===== src/hdl/kct_pkg.sv =====
// Shared types, constants and key decode for the keypad countdown timer.
// No dependencies; imported by every module of the block.
`default_nettype none

package kct_pkg;

  // Field and register widths
  localparam int TICK_W  = 8;
  localparam int BUZZ_W  = 9;
  localparam int DIGIT_W = 4;
  localparam int POS_W   = 3;
  localparam int MODE_W  = 2;
  localparam int KEY_W   = 5;
  localparam int CIDX_W  = 2;
  localparam int CDATA_W = 9;
  localparam int IN_W    = 8;
  localparam int OUT_W   = 24;

  // Event kinds carried in the input tuser
  localparam logic [MODE_W-1:0] MODE_TICK = 2'd0;
  localparam logic [MODE_W-1:0] MODE_BUZZ = 2'd1;
  localparam logic [MODE_W-1:0] MODE_KEY  = 2'd2;

  // Register indexes
  localparam logic [CIDX_W-1:0] CFG_TPS     = 2'd0;
  localparam logic [CIDX_W-1:0] CFG_REFRESH = 2'd1;
  localparam logic [CIDX_W-1:0] CFG_BUZZ    = 2'd2;

  // Register reset values
  localparam logic [TICK_W-1:0] TPS_RESET     = 8'd20;
  localparam logic [TICK_W-1:0] REFRESH_RESET = 8'd8;
  localparam logic [BUZZ_W-1:0] BUZZ_RESET    = 9'd300;

  // Function keys
  localparam logic [KEY_W-1:0] KEY_START   = 5'd16;
  localparam logic [KEY_W-1:0] KEY_COMMIT  = 5'd15;
  localparam logic [KEY_W-1:0] KEY_PAUSE   = 5'd13;
  localparam logic [KEY_W-1:0] KEY_DISPLAY = 5'd12;

  // Digit limits and entry positions
  localparam logic [DIGIT_W-1:0] DIGIT_MAX    = 4'd9;
  localparam logic [DIGIT_W-1:0] SEC_TENS_MAX = 4'd5;
  localparam logic [KEY_W-1:0]   NO_DIGIT     = 5'd16;
  localparam logic [POS_W-1:0]   POS_NONE     = 3'd0;
  localparam logic [POS_W-1:0]   POS_SEC_ONES = 3'd1;
  localparam logic [POS_W-1:0]   POS_SEC_TENS = 3'd2;
  localparam logic [POS_W-1:0]   POS_FIRST    = 3'd4;

  typedef logic [3:0][DIGIT_W-1:0] bcd4_t;

  typedef struct packed {
    logic [BUZZ_W-1:0] buzzer_ticks;
    logic [TICK_W-1:0] refresh_ticks;
    logic [TICK_W-1:0] ticks_per_second;
  } cfg_t;

  typedef struct packed {
    logic              load;
    logic [TICK_W-1:0] sec_rem;
    logic [TICK_W-1:0] ref_rem;
  } div_load_t;

  // Result item, last member in the lowest bits
  typedef struct packed {
    logic               is_setting;
    logic               is_paused;
    logic               buzzer;
    logic               show_countdown;
    logic [2:0]         blank_digit;
    logic [DIGIT_W-1:0] seconds_ones;
    logic [2:0]         seconds_tens;
    logic [DIGIT_W-1:0] minutes_ones;
    logic [DIGIT_W-1:0] minutes_tens;
  } result_t;

  // Keypad layout: digit for each key number, NO_DIGIT for others
  function automatic logic [KEY_W-1:0] key_digit(input logic [KEY_W-1:0] key);
    logic [KEY_W-1:0] d;
    case (key)
      5'd1:    d = 5'd7;
      5'd2:    d = 5'd8;
      5'd3:    d = 5'd9;
      5'd5:    d = 5'd4;
      5'd6:    d = 5'd5;
      5'd7:    d = 5'd6;
      5'd9:    d = 5'd1;
      5'd10:   d = 5'd2;
      5'd11:   d = 5'd3;
      5'd14:   d = 5'd0;
      default: d = NO_DIGIT;
    endcase
    return d;
  endfunction

endpackage

`default_nettype wire


===== src/hdl/kct_divrem.sv =====
// Iterative remainder unit: dividend mod divisor, one restoring step per cycle.
// Uses kct_pkg for widths.
`default_nettype none

module kct_divrem
  import kct_pkg::*;
(
  input  wire logic              clk,
  input  wire logic              rst_n,
  input  wire logic              start,
  input  wire logic [TICK_W-1:0] dividend,
  input  wire logic [TICK_W-1:0] divisor,
  output logic                   busy,
  output logic                   done,
  output logic [TICK_W-1:0]      rem
);

  localparam int STEP_W = $clog2(TICK_W);
  localparam logic [STEP_W-1:0] STEP_LAST = STEP_W'(TICK_W - 1);

  logic              run_r, run_nxt;
  logic              done_r, done_nxt;
  logic [STEP_W-1:0] step_r, step_nxt;
  logic [TICK_W-1:0] dvd_r, dvd_nxt;
  logic [TICK_W-1:0] rem_r, rem_nxt;
  logic [TICK_W:0]   shifted;
  logic [TICK_W:0]   diff;

  // One restoring step
  always_comb begin
    shifted  = {rem_r, dvd_r[TICK_W-1]};
    diff     = shifted - {1'b0, divisor};
    run_nxt  = run_r;
    done_nxt = 1'b0;
    step_nxt = step_r;
    dvd_nxt  = dvd_r;
    rem_nxt  = rem_r;
    if (start) begin
      run_nxt  = 1'b1;
      step_nxt = STEP_LAST;
      dvd_nxt  = dividend;
      rem_nxt  = '0;
    end else if (run_r) begin
      rem_nxt = (shifted >= {1'b0, divisor}) ? diff[TICK_W-1:0] : shifted[TICK_W-1:0];
      dvd_nxt = {dvd_r[TICK_W-2:0], 1'b0};
      if (step_r == '0) begin
        run_nxt  = 1'b0;
        done_nxt = 1'b1;
      end else begin
        step_nxt = step_r - 1'b1;
      end
    end
  end

  always_ff @(posedge clk) begin
    if (!rst_n) begin
      run_r  <= 1'b0;
      done_r <= 1'b0;
      step_r <= '0;
    end else begin
      run_r  <= run_nxt;
      done_r <= done_nxt;
      step_r <= step_nxt;
    end
    dvd_r <= dvd_nxt;
    rem_r <= rem_nxt;
  end

  assign busy = run_r | done_r;
  assign done = done_r;
  assign rem  = rem_r;

endmodule

`default_nettype wire


===== src/hdl/kct_core.sv =====
// Timer state and combinational event update; holds the result register.
// Uses kct_pkg for types, codes and the key decode.
`default_nettype none

module kct_core
  import kct_pkg::*;
(
  input  wire logic              clk,
  input  wire logic              rst_n,
  input  wire logic              adv,
  input  wire logic [MODE_W-1:0] mode,
  input  wire logic [KEY_W-1:0]  key,
  input  wire cfg_t              cfg,
  input  wire div_load_t         ld,
  output logic [TICK_W-1:0]      tick_count,
  output result_t                res
);

  logic [TICK_W-1:0] tick_r, tick_nxt;
  logic [TICK_W-1:0] sec_rem_r, sec_rem_nxt;
  logic [TICK_W-1:0] ref_rem_r, ref_rem_nxt;
  bcd4_t             remain_r, remain_nxt;
  bcd4_t             digits_r, digits_nxt;
  logic              halted_r, halted_nxt;
  logic              entry_r, entry_nxt;
  logic [POS_W-1:0]  pos_r, pos_nxt;
  logic              blink_r, blink_nxt;
  logic              blank_r, blank_nxt;
  logic              disp_r, disp_nxt;
  logic              pending_r, pending_nxt;
  logic              buzz_r, buzz_nxt;
  logic [BUZZ_W-1:0] bcnt_r, bcnt_nxt;
  result_t           res_r, res_nxt;

  logic [TICK_W-1:0] sec_inc, ref_inc;
  logic              sec_hit, ref_hit;
  bcd4_t             remain_dec;
  logic [BUZZ_W-1:0] bcnt_inc;
  logic [KEY_W-1:0]  num;
  logic [1:0]        wr_idx;

  // mm:ss decrement with borrow across digits
  function automatic bcd4_t bcd_dec(input bcd4_t v);
    bcd4_t r;
    r = v;
    if (v[0] != '0) begin
      r[0] = v[0] - 1'b1;
    end else begin
      r[0] = DIGIT_MAX;
      if (v[1] != '0) begin
        r[1] = v[1] - 1'b1;
      end else begin
        r[1] = SEC_TENS_MAX;
        if (v[2] != '0) begin
          r[2] = v[2] - 1'b1;
        end else begin
          r[2] = DIGIT_MAX;
          r[3] = v[3] - 1'b1;
        end
      end
    end
    return r;
  endfunction

  always_comb begin
    tick_nxt    = tick_r;
    sec_rem_nxt = sec_rem_r;
    ref_rem_nxt = ref_rem_r;
    remain_nxt  = remain_r;
    digits_nxt  = digits_r;
    halted_nxt  = halted_r;
    entry_nxt   = entry_r;
    pos_nxt     = pos_r;
    blink_nxt   = blink_r;
    blank_nxt   = blank_r;
    disp_nxt    = disp_r;
    pending_nxt = pending_r;
    buzz_nxt    = buzz_r;
    bcnt_nxt    = bcnt_r;
    sec_inc     = sec_rem_r + 1'b1;
    ref_inc     = ref_rem_r + 1'b1;
    sec_hit     = 1'b0;
    ref_hit     = 1'b0;
    remain_dec  = bcd_dec(remain_r);
    bcnt_inc    = bcnt_r + 1'b1;
    num         = key_digit(key);
    wr_idx      = 2'(pos_r - POS_SEC_ONES);

    // Fresh tick remainders after a register write
    if (ld.load) begin
      sec_rem_nxt = ld.sec_rem;
      ref_rem_nxt = ld.ref_rem;
    end

    if (adv) begin
      case (mode)
        MODE_TICK: begin
          tick_nxt = tick_r + 1'b1;
          // Remainders track tick_count mod each divisor; wrap restarts at zero
          if (tick_nxt == '0) begin
            sec_rem_nxt = '0;
            ref_rem_nxt = '0;
          end else begin
            sec_rem_nxt = (sec_inc == cfg.ticks_per_second) ? '0 : sec_inc;
            ref_rem_nxt = (ref_inc == cfg.refresh_ticks) ? '0 : ref_inc;
          end
          sec_hit = (cfg.ticks_per_second != '0) && (sec_rem_nxt == '0);
          ref_hit = (cfg.refresh_ticks != '0) && (ref_rem_nxt == '0);
          // One second elapsed
          if (sec_hit && !halted_r) begin
            if (remain_r != '0) begin
              remain_nxt = remain_dec;
              if (remain_dec == '0) pending_nxt = 1'b1;
            end
            digits_nxt = remain_nxt;
          end
          // Display refresh and blink
          if (ref_hit) begin
            if (disp_r) begin
              blank_nxt = (pos_r != POS_NONE) && blink_r;
              blink_nxt = !blink_r;
            end else begin
              blank_nxt = 1'b0;
            end
          end
          // Alarm start
          if ((remain_nxt == '0) && pending_nxt) begin
            buzz_nxt    = 1'b1;
            pending_nxt = 1'b0;
          end
        end
        MODE_BUZZ: begin
          if (buzz_r) begin
            if (bcnt_inc >= cfg.buzzer_ticks) begin
              buzz_nxt    = 1'b0;
              bcnt_nxt    = '0;
              pending_nxt = 1'b0;
            end else begin
              bcnt_nxt = bcnt_inc;
            end
          end
        end
        MODE_KEY: begin
          if (key == KEY_START) begin
            entry_nxt  = 1'b1;
            halted_nxt = 1'b1;
            pos_nxt    = POS_FIRST;
          end else if (key == KEY_COMMIT) begin
            remain_nxt  = digits_r;
            entry_nxt   = 1'b0;
            halted_nxt  = 1'b0;
            pos_nxt     = POS_NONE;
            pending_nxt = 1'b0;
          end else if (key == KEY_PAUSE && !entry_r) begin
            halted_nxt = !halted_r;
          end else if (key == KEY_DISPLAY) begin
            disp_nxt = !disp_r;
          end else if (entry_r && num <= KEY_W'(DIGIT_MAX)) begin
            // Digit into the blinking position; seconds tens capped
            if (pos_r == POS_SEC_TENS && num > KEY_W'(SEC_TENS_MAX)) begin
              num = KEY_W'(SEC_TENS_MAX);
            end
            if (pos_r >= POS_SEC_ONES && pos_r <= POS_FIRST) begin
              digits_nxt[wr_idx] = num[DIGIT_W-1:0];
            end
            pos_nxt = (pos_r > POS_SEC_ONES) ? pos_r - 1'b1 : POS_FIRST;
          end
        end
        default: ;
      endcase
    end

    // Result from the updated state
    res_nxt = res_r;
    if (adv) begin
      res_nxt.minutes_tens   = digits_nxt[3];
      res_nxt.minutes_ones   = digits_nxt[2];
      res_nxt.seconds_tens   = digits_nxt[1][2:0];
      res_nxt.seconds_ones   = digits_nxt[0];
      res_nxt.blank_digit    = blank_nxt ? pos_nxt : POS_NONE;
      res_nxt.show_countdown = disp_nxt;
      res_nxt.buzzer         = buzz_nxt;
      res_nxt.is_paused      = halted_nxt;
      res_nxt.is_setting     = entry_nxt;
    end
  end

  always_ff @(posedge clk) begin
    if (!rst_n) begin
      tick_r    <= '0;
      sec_rem_r <= '0;
      ref_rem_r <= '0;
      remain_r  <= '0;
      digits_r  <= '0;
      halted_r  <= 1'b0;
      entry_r   <= 1'b0;
      pos_r     <= POS_NONE;
      blink_r   <= 1'b0;
      blank_r   <= 1'b0;
      disp_r    <= 1'b0;
      pending_r <= 1'b0;
      buzz_r    <= 1'b0;
      bcnt_r    <= '0;
      res_r     <= '0;
    end else begin
      tick_r    <= tick_nxt;
      sec_rem_r <= sec_rem_nxt;
      ref_rem_r <= ref_rem_nxt;
      remain_r  <= remain_nxt;
      digits_r  <= digits_nxt;
      halted_r  <= halted_nxt;
      entry_r   <= entry_nxt;
      pos_r     <= pos_nxt;
      blink_r   <= blink_nxt;
      blank_r   <= blank_nxt;
      disp_r    <= disp_nxt;
      pending_r <= pending_nxt;
      buzz_r    <= buzz_nxt;
      bcnt_r    <= bcnt_nxt;
      res_r     <= res_nxt;
    end
  end

  assign tick_count = tick_r;
  assign res        = res_r;

endmodule

`default_nettype wire


===== src/hdl/keypad_countdown_timer.sv =====
// Keypad countdown timer: input register, combinational state update, result register.
// Each input passes the input register, then the result register; one item per cycle unless
// the result channel stalls or a register write is pending. A write re-derives the tick
// remainders in two iterative units (8 steps, one bit per cycle); input waits for both.
// Reset (rst_n low, synchronous) clears all timer state and loads register defaults.
// Depends on kct_pkg, kct_divrem and kct_core.
`default_nettype none

module keypad_countdown_timer
  import kct_pkg::*;
(
  input  wire logic               clk,
  input  wire logic               rst_n,
  // input channel
  input  wire logic               in_tvalid,
  output logic                    in_tready,
  input  wire logic [IN_W-1:0]    in_tdata,   // key[4:0], zero pad
  input  wire logic [MODE_W-1:0]  in_tuser,   // mode[1:0]
  // result channel
  output logic                    out_tvalid,
  input  wire logic               out_tready,
  output logic [OUT_W-1:0]        out_tdata,  // minutes_tens[3:0], minutes_ones[7:4],
                                              // seconds_tens[10:8], seconds_ones[14:11],
                                              // blank_digit[17:15], show_countdown[18],
                                              // buzzer[19], is_paused[20],
                                              // is_setting[21], zero pad
  // configuration
  input  wire logic               cfg_we,
  input  wire logic [CIDX_W-1:0]  cfg_index,
  input  wire logic [CDATA_W-1:0] cfg_wdata
);

  cfg_t              cfg_r, cfg_nxt;
  logic              start_r;
  logic              in_valid_r, in_valid_nxt;
  logic [MODE_W-1:0] in_mode_r;
  logic [KEY_W-1:0]  in_key_r;
  logic              out_valid_r, out_valid_nxt;
  logic              advance;
  logic              in_xfer;
  logic              sec_busy, ref_busy, sec_done, ref_done;
  logic [TICK_W-1:0] sec_rem, ref_rem;
  logic [TICK_W-1:0] tick_count;
  div_load_t         ld;
  result_t           res;

  // Register writes
  always_comb begin
    cfg_nxt = cfg_r;
    if (cfg_we) begin
      case (cfg_index)
        CFG_TPS:     cfg_nxt.ticks_per_second = cfg_wdata[TICK_W-1:0];
        CFG_REFRESH: cfg_nxt.refresh_ticks    = cfg_wdata[TICK_W-1:0];
        CFG_BUZZ:    cfg_nxt.buzzer_ticks     = cfg_wdata[BUZZ_W-1:0];
        default: ;
      endcase
    end
  end

  // Handshake: input stage advances when the result register is free
  assign advance   = in_valid_r && (!out_valid_r || out_tready);
  assign in_tready = !cfg_we && !start_r && !sec_busy && !ref_busy
                     && (!in_valid_r || advance);
  assign in_xfer   = in_tvalid && in_tready;

  always_comb begin
    in_valid_nxt = in_valid_r;
    if (in_xfer)      in_valid_nxt = 1'b1;
    else if (advance) in_valid_nxt = 1'b0;
    out_valid_nxt = out_valid_r;
    if (advance)         out_valid_nxt = 1'b1;
    else if (out_tready) out_valid_nxt = 1'b0;
  end

  always_ff @(posedge clk) begin
    if (!rst_n) begin
      cfg_r.ticks_per_second <= TPS_RESET;
      cfg_r.refresh_ticks    <= REFRESH_RESET;
      cfg_r.buzzer_ticks     <= BUZZ_RESET;
      start_r                <= 1'b0;
      in_valid_r             <= 1'b0;
      out_valid_r            <= 1'b0;
    end else begin
      cfg_r       <= cfg_nxt;
      start_r     <= cfg_we;
      in_valid_r  <= in_valid_nxt;
      out_valid_r <= out_valid_nxt;
    end
    if (in_xfer) begin
      in_mode_r <= in_tuser;
      in_key_r  <= in_tdata[KEY_W-1:0];
    end
  end

  // Tick count modulo each divisor, recomputed after a write
  kct_divrem u_sec_div (
    .clk      (clk),
    .rst_n    (rst_n),
    .start    (start_r),
    .dividend (tick_count),
    .divisor  (cfg_r.ticks_per_second),
    .busy     (sec_busy),
    .done     (sec_done),
    .rem      (sec_rem)
  );

  kct_divrem u_ref_div (
    .clk      (clk),
    .rst_n    (rst_n),
    .start    (start_r),
    .dividend (tick_count),
    .divisor  (cfg_r.refresh_ticks),
    .busy     (ref_busy),
    .done     (ref_done),
    .rem      (ref_rem)
  );

  assign ld.load    = sec_done & ref_done;
  assign ld.sec_rem = sec_rem;
  assign ld.ref_rem = ref_rem;

  kct_core u_core (
    .clk        (clk),
    .rst_n      (rst_n),
    .adv        (advance),
    .mode       (in_mode_r),
    .key        (in_key_r),
    .cfg        (cfg_r),
    .ld         (ld),
    .tick_count (tick_count),
    .res        (res)
  );

  assign out_tvalid = out_valid_r;
  assign out_tdata  = OUT_W'(res);

endmodule

`default_nettype wire


===== config.mk =====
export PLATFORM = sky130hd
export DESIGN_NAME = keypad_countdown_timer
export DESIGN_NICKNAME = d
export VERILOG_FILES = /design/src/hdl/kct_pkg.sv /design/src/hdl/kct_divrem.sv /design/src/hdl/kct_core.sv /design/src/hdl/keypad_countdown_timer.sv
export SDC_FILE = /design/constraint.sdc
export NUM_CORES = 1
export LEC_CHECK = 0
export ABC_AREA = 1
export BUFFER_PORTS_ARGS = -buffer_cell sky130_fd_sc_hd__buf_4
export CAP_MARGIN = 20
export CORE_ASPECT_RATIO = 1.4
export CORE_MARGIN = 2
export CORE_UTILIZATION = 62
export CTS_CLUSTER_DIAMETER = 50
export DETAILED_ROUTE_END_ITERATION = 10
export HOLD_SLACK_MARGIN = 0.05
export PLACE_DENSITY_LB_ADDON = 0.2
export SYNTH_ARGS = -nofsm -noshare
export SYNTH_HDL_FRONTEND = slang
export SYNTH_SLANG_ARGS = --single-unit

===== constraint.sdc =====
create_clock -name clk -period 3.4 [get_ports clk]
set_input_delay 0.34 -clock clk [delete_from_list [all_inputs] [get_ports clk]]
set_output_delay 0.34 -clock clk [all_outputs]
set_load 0.005 [all_outputs]

==> flow_summary.ini <==
[worst_hold_path]
hold_start = in_tuser[0]
min_to = in_mode_r[0]
hp-class = in -> reg
worstHoldPathCells = 1

[logic_synthesis]
postSynthCellCount = 1518
synth_fa_ha_area_share_pct = 6.251
yosys_warnings = 0
synth_edf_count = 23
syn_area_per_cell_um2 = 6.882
ys_ff_latch = 179
synth-compound-area-share_pct = 19.19
synth_area_um2 = 10450
synth_xor_xnor_area_share_pct = 2.683
yosysSeqAreaShare_pct = 36.50
yosys.area_share.simple_pct = 25.45
synth_top_family_by_area = simple AND/OR/NAND/NOR gates
post_synth_num_cell_types = 48
async_flop_share_pct = 0
synth_mux_area_share_pct = 0
ys.flop_type = dfxtp_1

[placed_design]
portBuffers = 46
gp_congestion = 0.9849
dp_hpwl_mm = 20.60
placed_cells = 1734

[finish]
mostFrequentLayoutCell = nand2_1
layoutNonFillerInstCount = 1767
fill_cells = 1406
final_cell_mix = nand2_1, inv_1, dfxtp_1, nor2_1, o21ai_0
antenna_cells = 0
nets = 1628
drive_above_1_share_pct = 8.312
area_delta_synth_final_pct = 11.13

[sta]
drv_slew = 0
period_minus_slack_ns = 3.059
finalHoldViolCount = 0
fin_crit_sh_pct = 89.98
worstMarginPinSlew_ns = 1.058
fin_tns_setup_ns = 0
fmax_ghz = 0.3269
rsz0062_at_grt = false
slew_headroom_pct = 29.30
skew_ns = 0.009813
setup_viol = 0

[worst_setup_path]
cp_slowest_cell = dfxtp_1
cpMostUsedCell = nand2_1
cpLargestDelayFamily = simple AND/OR/NAND/NOR gates
worst_setup_path_start_kind = flip-flop
crit_buf_inv = 3
arrival_ns = 3.40
timing.rr.end = u_core.res[9]
cp_max_fo = 25
critPathRequiredTime_ns = 3.74
slowest_delay_ns = 0.40
crit_type = reg -> reg
rr_worst_depth = 21
path_cells = ha_1 -> nand2_2 -> nor2_1 -> nand2_1 -> nand3_1 -> nand3_1 -> nor2_2 -> nand3_4 -> nand2_2 -> nand2_1 -> nor2_4 -> nand3_2 -> buf_4 -> nand2_2 -> inv_1 -> nand2_1 -> o211ai_1 -> a22oi_1 -> nand2_1 -> nand2_1 -> inv_1
timing.rr.start = u_core.sec_rem_r[0]
r2r_slack_ns = 0.34
cp-end-kind = flip-flop

[detailed_routing]
drt_drc_violations_left = 0
wl_per_cell_um = 16.07
detail_route.vias_per_cell = 5.772
ant_nets = 0
vias = 10200
drtIter0Drc = 772
routed_wl_mm = 28.40
drt-pass1-iter-count = 7

[global_routing]
grt_pass1_wl_mm = 45.62
grt_max_degree = 62
grt_overflow_total = 0
antenna_found_initial = 0
grt.total_usage_pct = 32.12
first_global_vias = 9491

[floorplan]
num_io_pins = 52
die_area_um2 = 17920
start_util_pct = 62.91
die_x_um = 113.7
coreArea_um2 = 16610
placementRows = 56
chipHeight_um = 157.6

[status]
status = finished clean

[clocking]
cts_hold_buf = 0
cts_tree = done
cts_root_buffer = clkbuf_16
cts_inserted_buffers = 17
clk_pin_slew_ns = 0.07
clk_latency_ns = 0.44
cts_buffer_depth = 2
h-tree-depth = 4
cts_num_sinks = 179

[flow_run]
drv_cap = 0

[power_and_ir_drop]
power_density_nw_per_um2 = 455.4
peakVddDrop_mv = 0.3353
p_leak_nw = 5.289
-- worst max-delay path by stage --
stage / from / end / slack [ns] / cells after the start
6_report: u_core.sec_rem_r[0] / u_core.res[9] / 0.34 / 21
5_1_grt: u_core.tick_count[1] / u_core.res[7] / 0.05 / 21
4_1_cts: u_core.tick_count[1] / u_core.res[6] / 0.20 / 19
3_5_place_dp: u_core.tick_count[1] / u_core.res[6] / 0.22 / 19
3_3_place_gp: u_core.tick_count[1] / u_core.res[6] / 0.31 / 19
2_1_floorplan: u_core.tick_count[0] / u_core.res[19] / 0.81 / 21
-- cell families (layout without fill, tap and decap cells) --
logic type,Yosys count,count (layout)
and+or+nand+nor,626,626
buffers and inverters,268,313
adders and majority gates,51,51
xor gates and xnor gates,32,32
other,1,2
DFF,179,179
AOI/OAI and AO/OA,361,361
-- synth_stat cells (3+ instances only) --
cell,n,share of area (%)
nand4_1,25,1.5
o211ai_1,30,2.2
o22ai_1,9,0.54
inv_1,202,7.3
a22oi_1,9,0.65
buf_4,3,0.22
o21ai_1,20,0.96
nor4_1,9,0.54
xnor2_1,10,0.84
nor2_1,139,5.0
clkbuf_1,48,1.7
dfxtp_1,156,30
nand3_1,74,3.5
inv_2,5,0.18
a21oi_1,129,6.2
nand2_2,5,0.30
o21ai_0,131,6.3
nand2_1,333,12
clkinv_1,3,0.11
o221ai_1,4,0.34
nor2_2,5,0.30
xor2_1,22,1.8
edfxtp_1,23,6.6
nor3_1,21,1.0
nand3_2,3,0.29
a31oi_1,11,0.66
ha_1,49,5.9
a211oi_1,8,0.57
nand3b_1,6,0.43
buf_1,4,0.14
-- state kept, by name, summed over array words and instances (netlist names), 2 cells and up, named ones only --
| register | flops |
|---|---|
| u_core.sec_rem_r | 8 |
| u_sec_div.step_r | 3 |
| u_core.tick_count | 8 |
| u_core.digits_r | 16 |
| u_ref_div.step_r | 3 |
| in_mode_r | 2 |
| u_core.pos_r | 3 |
| u_core.ref_rem_r | 8 |
| u_core.bcnt_r | 9 |
| u_ref_div.dvd_r | 8 |
| cfg_r | 25 |
| u_core.res | 22 |
| u_sec_div.rem | 8 |
| u_sec_div.dvd_r | 8 |
| u_ref_div.rem | 8 |
| u_core.remain_r | 16 |
| in_key_r | 5 |
-- cell type report --
cell class                      count  area, um2  share of cell area, %
Multi-Input combinational cell   1072       5622                  48.42
Sequential cell                   179       3814                  32.85
Inverter                          210      788.3                  6.790
Timing Repair Buffer               71      545.5                  4.699
Clock buffer                       20      479.2                  4.128
Tap cell                          203      254.0                  2.188
Clock inverter                     12      107.6                 0.9268
-- metal layers --
layer	wire [um]	up-vias	part of all wire, %	track usage (%)
li1	-	5086	-	-
met1	11280	4678	40	35.90
met2	14460	339	51	58.45
met3	1263	96	4.4	4.862
met4	1399	0	4.9	17.25
met5	0	-	0	0
-- power by group --
| group | leakage, nW | switching, W | internal, W | total (W) |
|---|---|---|---|---|
| combinational | 3.51 | 0.000620 | 0.000327 | 0.000948 |
| clock | 0.291 | 0.000912 | 0.00105 | 0.00196 |
| sequential | 1.49 | 0.000108 | 0.00227 | 0.00238 |
| total | 5.29 | 0.00164 | 0.00365 | 0.00529 |
-- stage by stage --
| step | setup WS (ns) | power [W] | hold WS (ns) | utilization (%) | area, um2 |
|---|---|---|---|---|---|
| after detailed placement | 0.2244 | 0.003341 | 0.4648 | 66.15 | 10990 |
| after global routing | 0.05488 | 0.005548 | 0.06030 | 69.91 | 11610 |
| after floorplan | 0.8148 | 0.003083 | 0.4313 | - | 10450 |
| after global placement | 0.3063 | 0.003315 | 0.4455 | 66.15 | 10990 |
| final | 0.3408 | 0.005288 | 0.07063 | 69.91 | 11610 |
| after CTS | 0.2003 | 0.005281 | 0.06520 | 69.69 | 11570 |
-- worst reg2reg max path, stage by stage, from the launching register on --
cell and delay [ns]:
dfxtp_1 0.40, ha_1 0.26, nand2_2 0.11, nor2_1 0.15, nand2_1 0.10, nand3_1 0.08
nand3_1 0.09, nor2_2 0.15, nand3_4 0.12, nand2_2 0.09, nand2_1 0.08, nor2_4 0.12
nand3_2 0.06, buf_4 0.24, nand2_2 0.19, inv_1 0.12, nand2_1 0.07, o211ai_1 0.08
a22oi_1 0.24, nand2_1 0.10, nand2_1 0.07, inv_1 0.04
-- what timing repair did --
item / in CTS / in global routing
gates resized for setup: 0 / 5
endpoints found under the setup margin: 0 / 15
setup buffers: 0 / 0
Power figures use the tool's default switching activity.
